<file path="config.mk">
export PLATFORM = sky130hd
export DESIGN_NAME = noise_floor_scan_rejector_core_flat
export DESIGN_NICKNAME = d
export VERILOG_FILES = /design/src/rtl/nfsr_pkg.sv /design/src/rtl/nfsr_req_if.sv /design/src/rtl/nfsr_res_if.sv /design/src/rtl/nfsr_update.sv /design/src/rtl/noise_floor_scan_rejector_core.sv /design/src/flat_wrapper.sv
export VERILOG_INCLUDE_DIRS = /design/src /design/src/rtl
export SDC_FILE = /design/constraint.sdc
export NUM_CORES = 1
export LEC_CHECK = 0
export BUFFER_PORTS_ARGS = -buffer_cell sky130_fd_sc_hd__buf_2
export CAP_MARGIN = 20
export CORE_MARGIN = 2
export CORE_UTILIZATION = 54
export CTS_CLUSTER_DIAMETER = 120
export DETAILED_ROUTE_END_ITERATION = 12
export GPL_TIMING_DRIVEN = 0
export PLACE_DENSITY = 0.77
export SLEW_MARGIN = 20
export SYNTH_ARGS = -nofsm -noshare
export SYNTH_HDL_FRONTEND = slang
export SYNTH_SLANG_ARGS = --single-unit
export TNS_END_PERCENT = 20
</file>
<file path="constraint.sdc">
create_clock -name clk -period 5.34 [get_ports clk]
set_input_delay 1.068 -clock clk [delete_from_list [all_inputs] [get_ports clk]]
set_output_delay 1.068 -clock clk [all_outputs]
set_load 0.01 [all_outputs]
</file>
<file path="src/rtl/noise_floor_scan_rejector_core_assert.svh">
// Assertion macros used by the noise floor scan rejector RTL.
// Each macro expects clk and rst_n in scope.
`ifndef NOISE_FLOOR_SCAN_REJECTOR_CORE_ASSERT_SVH
`define NOISE_FLOOR_SCAN_REJECTOR_CORE_ASSERT_SVH

// same-cycle implication
`define NFSR_ASSERT_NOW(label, ante, cons, msg) \
    label: assert property (@(posedge clk) disable iff (!rst_n) (ante) |-> (cons)) \
        else $error(msg);

// next-cycle implication
`define NFSR_ASSERT_NEXT(label, ante, cons, msg) \
    label: assert property (@(posedge clk) disable iff (!rst_n) (ante) |=> (cons)) \
        else $error(msg);

`endif

</file>
<file path="src/rtl/nfsr_pkg.sv">
`timescale 1ns / 1ps
`default_nettype none

package nfsr_pkg;

    localparam logic [15:0] RUN_LIMIT = 16'd64;
    localparam int          IIR_SHIFT = 3;

    localparam logic        REJECT_ENABLE_RST    = 1'b1;
    localparam logic [7:0]  DETECTION_MARGIN_RST = 8'd6;
    localparam logic [15:0] RUN_MAX              = 16'hFFFF;

    typedef enum logic [1:0] {
        REQ_TEST  = 2'd0,
        REQ_COUNT = 2'd1,
        REQ_CLEAR = 2'd2
    } req_t;

    typedef enum logic {
        CFG_REJECT_ENABLE    = 1'b0,
        CFG_DETECTION_MARGIN = 1'b1
    } cfg_idx_t;

    typedef struct packed {
        logic [15:0] floor_q8;
        logic        floor_seeded;
        logic [15:0] detect_run;
        logic [31:0] total_count;
        logic [31:0] rejected_count;
    } state_t;

    typedef struct packed {
        logic        reject;
        logic        lifted;
        logic [7:0]  floor_level;
        logic [31:0] steps_total;
        logic [31:0] steps_rejected;
    } result_t;

endpackage

`default_nettype wire

</file>
<file path="src/rtl/nfsr_req_if.sv">
`timescale 1ns / 1ps
`default_nettype none

interface nfsr_req_if;
    logic       valid;
    logic       ready;
    logic [1:0] req_type;
    logic [7:0] rssi_level;

    modport source (output valid, output req_type, output rssi_level, input ready);
    modport sink   (input valid, input req_type, input rssi_level, output ready);
endinterface

`default_nettype wire

</file>
<file path="src/rtl/nfsr_res_if.sv">
`timescale 1ns / 1ps
`default_nettype none

interface nfsr_res_if;
    logic        valid;
    logic        ready;
    logic        reject;
    logic        lifted;
    logic [7:0]  floor_level;
    logic [31:0] steps_total;
    logic [31:0] steps_rejected;

    modport source (output valid, output reject, output lifted, output floor_level,
                    output steps_total, output steps_rejected, input ready);
    modport sink   (input valid, input reject, input lifted, input floor_level,
                    input steps_total, input steps_rejected, output ready);
endinterface

`default_nettype wire

</file>
<file path="src/rtl/nfsr_update.sv">
`timescale 1ns / 1ps
`default_nettype none

module nfsr_update (
    input  wire logic             reject_enable,
    input  wire logic [7:0]       detection_margin,
    input  wire logic [1:0]       req_type,
    input  wire logic [7:0]       rssi_level,
    input  wire nfsr_pkg::state_t state_cur,
    output nfsr_pkg::state_t      state_next,
    output nfsr_pkg::result_t     result
);

    logic [15:0]        sample_q8;
    logic [15:0]        seed_q8;
    logic [8:0]         thresh;
    logic               is_lifted;
    logic               move;
    logic signed [16:0] diff;
    logic signed [16:0] step;
    logic signed [16:0] moved;

    always_comb
    begin
        sample_q8 = {rssi_level, 8'h00};
        // seed from the sample when the floor is not yet learned
        seed_q8   = state_cur.floor_seeded ? state_cur.floor_q8 : sample_q8;
        thresh    = {1'b0, seed_q8[15:8]} + {1'b0, detection_margin};
        is_lifted = {1'b0, rssi_level} >= thresh;
        move      = !is_lifted || (state_cur.detect_run >= nfsr_pkg::RUN_LIMIT);
        diff      = $signed({1'b0, sample_q8}) - $signed({1'b0, seed_q8});
        step      = diff >>> nfsr_pkg::IIR_SHIFT;
        moved     = $signed({1'b0, seed_q8}) + step;
    end

    always_comb
    begin
        state_next    = state_cur;
        result.reject = 1'b0;
        result.lifted = 1'b0;
        case (nfsr_pkg::req_t'(req_type))
            nfsr_pkg::REQ_TEST:
            begin
                if (reject_enable)
                begin
                    state_next.floor_seeded = 1'b1;
                    state_next.floor_q8     = move ? moved[15:0] : seed_q8;
                    if (is_lifted)
                    begin
                        result.lifted = 1'b1;
                        if (state_cur.detect_run != nfsr_pkg::RUN_MAX)
                        begin
                            state_next.detect_run = state_cur.detect_run + 16'd1;
                        end
                    end
                    else
                    begin
                        result.reject            = 1'b1;
                        state_next.detect_run     = '0;
                        state_next.rejected_count = state_cur.rejected_count + 32'd1;
                    end
                end
            end
            nfsr_pkg::REQ_COUNT:
            begin
                state_next.total_count = state_cur.total_count + 32'd1;
            end
            nfsr_pkg::REQ_CLEAR:
            begin
                state_next = '0;
            end
            default:
            begin
                state_next = state_cur;
            end
        endcase
        result.floor_level    = state_next.floor_seeded ? state_next.floor_q8[15:8] : 8'd0;
        result.steps_total    = state_next.total_count;
        result.steps_rejected = state_next.rejected_count;
    end

endmodule

`default_nettype wire

</file>
<file path="src/rtl/noise_floor_scan_rejector_core.sv">
// Path: an accepted request word is held in the input register, its result word in the output register on res.
// Throughput: one word per cycle while res accepts; the floor update loops
// through the state registers with no extra stage, so words stream back to back.
// A stalled res side backs up into the input register, then drops req.ready.
// Reset (rst_n, async, active low) clears floor, run and counters, empties
// both stages and loads reject_enable = 1, detection_margin = 6.
`timescale 1ns / 1ps
`default_nettype none

`include "noise_floor_scan_rejector_core_assert.svh"

module noise_floor_scan_rejector_core (
    input  wire logic       clk,
    input  wire logic       rst_n,
    nfsr_req_if.sink        req,
    nfsr_res_if.source      res,
    input  wire logic       cfg_we,
    input  wire logic       cfg_index,
    input  wire logic [7:0] cfg_wdata
);

    logic              reject_enable_reg;
    logic [7:0]        detection_margin_reg;

    logic              in_valid_reg;
    logic              in_valid_next;
    logic [1:0]        in_type_reg;
    logic [7:0]        in_rssi_reg;

    nfsr_pkg::state_t  state_reg;
    nfsr_pkg::state_t  state_next;
    nfsr_pkg::result_t res_reg;
    nfsr_pkg::result_t res_next;
    logic              out_valid_reg;
    logic              out_valid_next;

    logic              req_take;
    logic              advance;

    assign advance  = in_valid_reg && (!out_valid_reg || res.ready);
    assign req.ready = !in_valid_reg || advance;
    assign req_take = req.valid && req.ready;

    always_ff @(posedge clk or negedge rst_n)
    begin
        if (!rst_n)
        begin
            reject_enable_reg    <= nfsr_pkg::REJECT_ENABLE_RST;
            detection_margin_reg <= nfsr_pkg::DETECTION_MARGIN_RST;
        end
        else if (cfg_we)
        begin
            unique case (nfsr_pkg::cfg_idx_t'(cfg_index))
                nfsr_pkg::CFG_REJECT_ENABLE:    reject_enable_reg    <= cfg_wdata[0];
                nfsr_pkg::CFG_DETECTION_MARGIN: detection_margin_reg <= cfg_wdata;
                default:                        reject_enable_reg    <= reject_enable_reg;
            endcase
        end
    end

    nfsr_update u_update (
        .reject_enable    (reject_enable_reg),
        .detection_margin (detection_margin_reg),
        .req_type         (in_type_reg),
        .rssi_level       (in_rssi_reg),
        .state_cur        (state_reg),
        .state_next       (state_next),
        .result           (res_next)
    );

    always_comb
    begin
        in_valid_next = in_valid_reg;
        if (req_take)
        begin
            in_valid_next = 1'b1;
        end
        else if (advance)
        begin
            in_valid_next = 1'b0;
        end

        out_valid_next = out_valid_reg;
        if (advance)
        begin
            out_valid_next = 1'b1;
        end
        else if (res.ready)
        begin
            out_valid_next = 1'b0;
        end
    end

    always_ff @(posedge clk or negedge rst_n)
    begin
        if (!rst_n)
        begin
            in_valid_reg  <= 1'b0;
            out_valid_reg <= 1'b0;
            state_reg     <= '0;
        end
        else
        begin
            in_valid_reg  <= in_valid_next;
            out_valid_reg <= out_valid_next;
            if (advance)
            begin
                state_reg <= state_next;
            end
        end
    end

    // payload holds; no reset needed
    always_ff @(posedge clk)
    begin
        if (req_take)
        begin
            in_type_reg <= req.req_type;
            in_rssi_reg <= req.rssi_level;
        end
        if (advance)
        begin
            res_reg <= res_next;
        end
    end

    assign res.valid          = out_valid_reg;
    assign res.reject         = res_reg.reject;
    assign res.lifted         = res_reg.lifted;
    assign res.floor_level    = res_reg.floor_level;
    assign res.steps_total    = res_reg.steps_total;
    assign res.steps_rejected = res_reg.steps_rejected;

    `NFSR_ASSERT_NOW(a_floor_bound, 1'b1, state_reg.floor_q8 <= 16'hFF00, "floor above 0xFF00")
    `NFSR_ASSERT_NOW(a_unseeded_clean, !state_reg.floor_seeded,
        (state_reg.floor_q8 == 16'd0) && (state_reg.detect_run == 16'd0),
        "unseeded floor carries state")
    `NFSR_ASSERT_NOW(a_flags_exclusive, out_valid_reg, !(res_reg.reject && res_reg.lifted),
        "reject and lifted both set")
    `NFSR_ASSERT_NEXT(a_count_hold, !advance, $stable(state_reg.total_count),
        "step count moved without a word")

endmodule

`default_nettype wire
</file>
<file path="src/flat_wrapper.sv">
// flat-port wrapper written by rule: the top's interface ports become plain ports
module noise_floor_scan_rejector_core_flat 
  (clk, rst_n, cfg_we, cfg_index, cfg_wdata, req_valid, req_req_type, req_rssi_level, req_ready, res_valid, res_reject, res_lifted, res_floor_level, res_steps_total, res_steps_rejected, res_ready);
  nfsr_req_if req_i ();
  nfsr_res_if res_i ();
  input  wire logic clk;
  input  wire logic rst_n;
  input  wire logic cfg_we;
  input  wire logic cfg_index;
  input  wire logic [7:0] cfg_wdata;
  input wire logic [$bits(req_i.valid)-1:0] req_valid;
  input wire logic [$bits(req_i.req_type)-1:0] req_req_type;
  input wire logic [$bits(req_i.rssi_level)-1:0] req_rssi_level;
  output wire logic [$bits(req_i.ready)-1:0] req_ready;
  output wire logic [$bits(res_i.valid)-1:0] res_valid;
  output wire logic [$bits(res_i.reject)-1:0] res_reject;
  output wire logic [$bits(res_i.lifted)-1:0] res_lifted;
  output wire logic [$bits(res_i.floor_level)-1:0] res_floor_level;
  output wire logic [$bits(res_i.steps_total)-1:0] res_steps_total;
  output wire logic [$bits(res_i.steps_rejected)-1:0] res_steps_rejected;
  input wire logic [$bits(res_i.ready)-1:0] res_ready;
  assign req_i.valid = req_valid;
  assign req_i.req_type = req_req_type;
  assign req_i.rssi_level = req_rssi_level;
  assign req_ready = req_i.ready;
  assign res_valid = res_i.valid;
  assign res_reject = res_i.reject;
  assign res_lifted = res_i.lifted;
  assign res_floor_level = res_i.floor_level;
  assign res_steps_total = res_i.steps_total;
  assign res_steps_rejected = res_i.steps_rejected;
  assign res_i.ready = res_ready;
  noise_floor_scan_rejector_core u_core (.clk(clk), .rst_n(rst_n), .req(req_i), .res(res_i), .cfg_we(cfg_we), .cfg_index(cfg_index), .cfg_wdata(cfg_wdata));
endmodule
</file>
Word-level counts from Yosys, hierarchy flattened
Cells that the tools add are included.

storage, ports and cells
  register bits after elaboration = 192
  bits of input ports = 24
  output and inout bits = 76
  logic and storage cells = 64

cells by class
  add/subtract/negate cells = 6
  order comparisons = 2
  equal/unequal tests = 5
  mux-type cells = 16
  bitwise gates (word level) = 1
  reductions and logical operators = 17

operators by type and width
  kind                     count
  $pmux W32 S2             2
  $pmux W33 S2             1
  $add A32 B1 Y32 const B  2
  $mux W16                 4
  $mux W32                 2
  $mux W33                 1
  $sub A16 B16 Y17         1
  $add A16 B1 Y16 const B  1
  $add A16 B14 Y16         1
  $ge A16 B7 Y1 const B    1
  $ne A16 B16 Y1 const B   1
  $add A8 B8 Y9            1
  $ge A8 B9 Y1             1
  $mux W1                  6
  $reduce_and A2 Y1        3
  $reduce_bool A2 Y1       3
  $reduce_and A4 Y1        1
  $logic_not A1 Y1         3
  $logic_or A1 B1 Y1       3
  $ne A3 B3 Y1 const B     1
  $reduce_and A3 Y1        1
  $eq A2 B1 Y1 const B     1
  $eq A2 B2 Y1 const B     1
  $logic_and A1 B1 Y1      2
  3 further kinds          3

Logic depth before layout (Yosys ltp)
  word-level depth = 8
  depth in mapped cells = 22
  gate-level depth less buffers = 20

Modules after synthesis
Synthesis repeated with hierarchy kept, for this count alone.

unflattened totals
  cells, all modules = 1,044
  area, all modules = 11,483.5 µm²

by module, submodules not included
  module                          instances  cells an instance  area each (µm²)  seq. area each (µm²)
  noise_floor_scan_rejector_core  1          317                6,627.6          5,228.8
  nfsr_update                     1          727                4,855.9          0.0

Least setup slack after synthesis
Ideal clock, no wire load.

  path type = register to register
  start = register u_core.state_reg[80] (netlist bit)
  end = register u_core.res_reg (netlist bit u_core.res.steps_rejected[17]), data pin
  setup time = 260 ps
  arrival = 4,692 ps
  data required time = 5,080 ps
  path slack = 388 ps
  stages on the path, launching flop included = 22
  path buffers = 3
  clock period less this slack = 4,952 ps
  cells stage by stage = dfrtp_1 > clkbuf_1 > buf_1 > mux2i_1 > inv_1 > ha_1 > a21o_1 > a21oi_1 > o21bai_1 > a21oi_1 > o21bai_1 > a21oi_1 > xor2_1 > ha_1 > and3_1 > a221o_1 > a21oi_4 > o31ai_4 > nor4_4 > buf_6 > nor2_1 > mux2_2

RTL lines
  item                      RTL line                               text
  start: declaration        noise_floor_scan_rejector_core.sv:30   nfsr_pkg::state_t state_reg;
  start signal: assignment  noise_floor_scan_rejector_core.sv:108  state_reg <= state_next;
  end signal: assignment    noise_floor_scan_rejector_core.sv:123  res_reg <= res_next;
  end: declaration          noise_floor_scan_rejector_core.sv:32   nfsr_pkg::result_t res_reg;

==> PnR_summary.wiki <==
{| class="wikitable"
! Metric !! Value
|-
| Setup TNS Final || 0 ns
|-
| Post-DP HPWL || 17300 um
|-
| Worst clock skew || 0.0104 ns
|-
| Post-place instance area || 11600 um2
|-
| Largest voltage drop on the vdd net || 0.304 mV
|-
| Sequential cell area || 5230 um2
|-
| Count of TritonRoute iterations in the first routing pass || 6
|-
| Avg Inst Size Synth || 9.80 um2
|-
| Sinks on the clock net || 192
|-
| Final standard cell area without fillers || 12300 um2
|-
| Count of final max-slew check failures || 0
|-
| Area overhead of the layout relative to synthesis || 14.3%
|-
| Routed vias/inst || 5.69
|-
| Routed wirelength normalized by instance count || 16.1 um
|-
| Distinct cells, synth || 79
|-
| Count of placed standard cells in the final layout, fillers left out || 1499
|-
| Largest net degree at the start of global routing || 59
|-
| # Max-Cap Violations || 0
|-
| Post-synthesis sequential area ratio || 48.7%
|-
| Total power density per cell area || 417 nW/um2
|-
| DRC Markers || 0
|-
| Cell area after synthesis || 10700 um2
|-
| Net count of the mapped netlist || 1170
|-
| 1st-iter DRT viols || 542
|-
| Gate count of the mapped netlist || 1096
|-
| Area of the core || 19500 um2
|-
| Count of hold-fix buffers inserted at cts || 0
|-
| Final min period || 5.03 ns
|-
| Data arrival, critical path || 5.22 ns
|-
| Ports || 100
|-
| Final-report setup violation count || 0
|-
| Leakage component of the power || 5.42 nW
|-
| Startpoint type of the worst setup path || register
|-
| Async set-reset flop share out of synthesis || 56.3%
|-
| Std-Cell Rows || 51
|-
| WHS || 0.510 ns
|-
| Worst Setup End Kind || register
|-
| FILL cells || 1581
|-
| Routability congestion estimate || 0.903
|-
| Headroom to the max-slew limit || 51.1%
|-
| Number of H-tree levels || 4
|-
| Highest fanout seen on the critical path || 10
|-
| Number of antenna violations at the first check in global routing || 0
|-
| Layout cells sized above 1 || 16.9%
|-
| Port Buffer Count || 99
|-
| Number of flip-flops in the largest register || 97
|-
| Critical setup path kind || register to register
|-
| Portion of the clock cycle consumed by the worst path in the final layout || 94.2%
|-
| Hold Violations, Final || 0
|-
| Status || completed
|-
| GRT Util Overall || 23.2%
|-
| Clock tree from TritonCTS || yes
|-
| Post-route ant nets || 0
|-
| Final #Nets || 1295
|-
| Synthesis warning total || 0
|-
| Root Buffer Master || sky130_fd_sc_hd__clkbuf_16
|-
| Top_reg_cell synth || sky130_fd_sc_hd__dfrtp_1
|-
| Placed Instances || 1462
|-
| Highest-count cells in the layout ignoring fill and taps || sky130_fd_sc_hd__nand2_1 (183), sky130_fd_sc_hd__o21ai_0 (110), sky130_fd_sc_hd__buf_2 (105)
|-
| Yosys reg bits || 192
|-
| Overall die height || 145 um
|-
| Die ar. || 21000 um2
|-
| Routed vias || 8530
|-
| Antenna Cells || 0
|-
| Horizontal die dimension || 145 um
|-
| Worst path required time || 5.53 ns
|-
| Area of combinational cells with multiple inputs || 5210 um2
|-
| Clock edge transition at the registers on the reported setup and hold paths || 0.07 ns
|-
| Worst setup timing slack at the placement stage || -0.770 ns
|-
| Number of enable-type register cells in the synthesized netlist || 84
|-
| GRT overflow || 0
|-
| Initial cell density of the core || 55.2%
|-
| Global-route wire length before repair || 39600 um
|-
| Number of clock buffers inserted by TritonCTS || 17
|-
| Most common library cell in the layout ignoring fill and taps || sky130_fd_sc_hd__nand2_1
|-
| Worst hold path type || register to register
|-
| Fin util || 63.1%
|-
| Latest clock arrival within the worst-skew pair || 0.44 ns
|-
| Longest Clk Path Bufs || 2
|-
| Number of global-route vias before repair || 7908
|-
| Overall Power || 5.13 mW
|-
| Transition time at the pin with the least slew margin || 0.724 ns
|-
| Detailed-route wire length || 24100 um
|-
| Highest Clock Rate || 0.199 GHz
|-
| Crit path setup slack, layout || 0.307 ns
|}
[kinds of logic (layout without fill, tap and decap cells)]
group | Yosys count | after routing | share of synthesized area, %
xor+xnor | 46 | 46 | 3.75
buf+inv | 75 | 213 | 3.04
fa+ha+maj | 50 | 50 | 5.96
compound gates | 273 | 273 | 15.7
mux | 37 | 37 | 3.67
flops | 192 | 192 | 48.7
simple gates | 423 | 423 | 19.2
[synthesized netlist by cell type, drive strengths merged, types with 3 or more instances]
cell      n  area, um2
ha       48        601
clkbuf   26        118
edfxtp   84       2520
nand4    11       75.1
mux2     19        214
a31oi    23        144
o211a     3       37.5
mux2i    18        180
o21bai    4       33.8
or2       3       21.3
a21boi    3       22.5
o21ai   118        594
or3       8       50.1
nor4      7       92.6
nor2     75        289
buf      18       92.6
dfrtp   105       2630
nor3     11       60.1
nand3    42        223
nand2b   12       75.1
and2     18        115
o31ai    39        307
a32oi     3       26.3
and4      6       57.6
nand2   184        693
inv      31        116
xnor2    21        184
xor2     25        219
dfstp     3       78.8
nor2b    11       68.8
or4       4       30.0
a21oi    46        241
a22o      3       26.3
a21o     13       97.6
and3     26        174
[final timing paths]
kind / cells past startpoint / slack (ns) / endpoint / startpoint
min: 1 / 0.51 / u_core.state_reg[72] / u_core.state_reg[72]
max reg2reg: 21 / 0.31 / u_core.res.steps_rejected[17] / u_core.state_reg[80]
max: 21 / 0.31 / u_core.res.steps_rejected[17] / u_core.state_reg[80]
max in group asynchronous: 2 / 4.00 / u_core.reject_enable_reg / rst_n
min reg2reg: 1 / 0.51 / u_core.state_reg[72] / u_core.state_reg[72]
min in group asynchronous: 1 / 0.61 / u_core.state_reg[50] / rst_n
[per-layer routing]
metal	share of wire [%]	vias to the layer above	GRT usage, %
met1	44	4017	31.0
li1	-	4208	-
met3	5.0	48	3.68
met4	2.6	0	8.48
met5	0	-	0
met2	48	257	38.7
[area by class of cell]
class / count / share of cell area (%)
sequential: 192 / 42.6
multi-input combinational: 829 / 42.4
timing repair buffer: 107 / 4.90
clock buffer: 17 / 3.46
tap: 265 / 2.70
buffer: 43 / 1.77
clock inverter: 15 / 1.21
inverter: 31 / 0.947
[repair_timing]
action	in CTS	in global routing
setup buffers	0	6
setup endpoints to repair	105	58
gates cloned	0	0
pin swaps	0	2
gates resized for setup	6	4
[worst max-delay path: stages, from the launching register on]
cell	delay (ns)
sky130_fd_sc_hd__dfrtp_2	0.38
sky130_fd_sc_hd__buf_4	0.22
sky130_fd_sc_hd__mux2i_4	0.35
sky130_fd_sc_hd__inv_1	0.14
sky130_fd_sc_hd__ha_1	0.29
sky130_fd_sc_hd__a21o_1	0.16
sky130_fd_sc_hd__a21oi_1	0.22
sky130_fd_sc_hd__o21bai_1	0.09
sky130_fd_sc_hd__a21oi_1	0.25
sky130_fd_sc_hd__o21bai_1	0.10
sky130_fd_sc_hd__a21oi_1	0.20
sky130_fd_sc_hd__xor2_1	0.17
sky130_fd_sc_hd__ha_1	0.26
sky130_fd_sc_hd__and3_1	0.20
sky130_fd_sc_hd__a221o_1	0.36
sky130_fd_sc_hd__a21oi_4	0.24
sky130_fd_sc_hd__o31ai_4	0.15
sky130_fd_sc_hd__nor4_4	0.28
sky130_fd_sc_hd__buf_4	0.20
sky130_fd_sc_hd__buf_6	0.15
sky130_fd_sc_hd__nor2_1	0.06
sky130_fd_sc_hd__mux2_2	0.29
[where the power goes]
| part | internal (mW) | switching (mW) |
|---|---|---|
| combinational | 0.825 | 1.27 |
| clock | 0.620 | 0.615 |
| sequential | 1.69 | 0.106 |
| total | 3.14 | 1.99 |
Power figures use the tool's default switching activity.
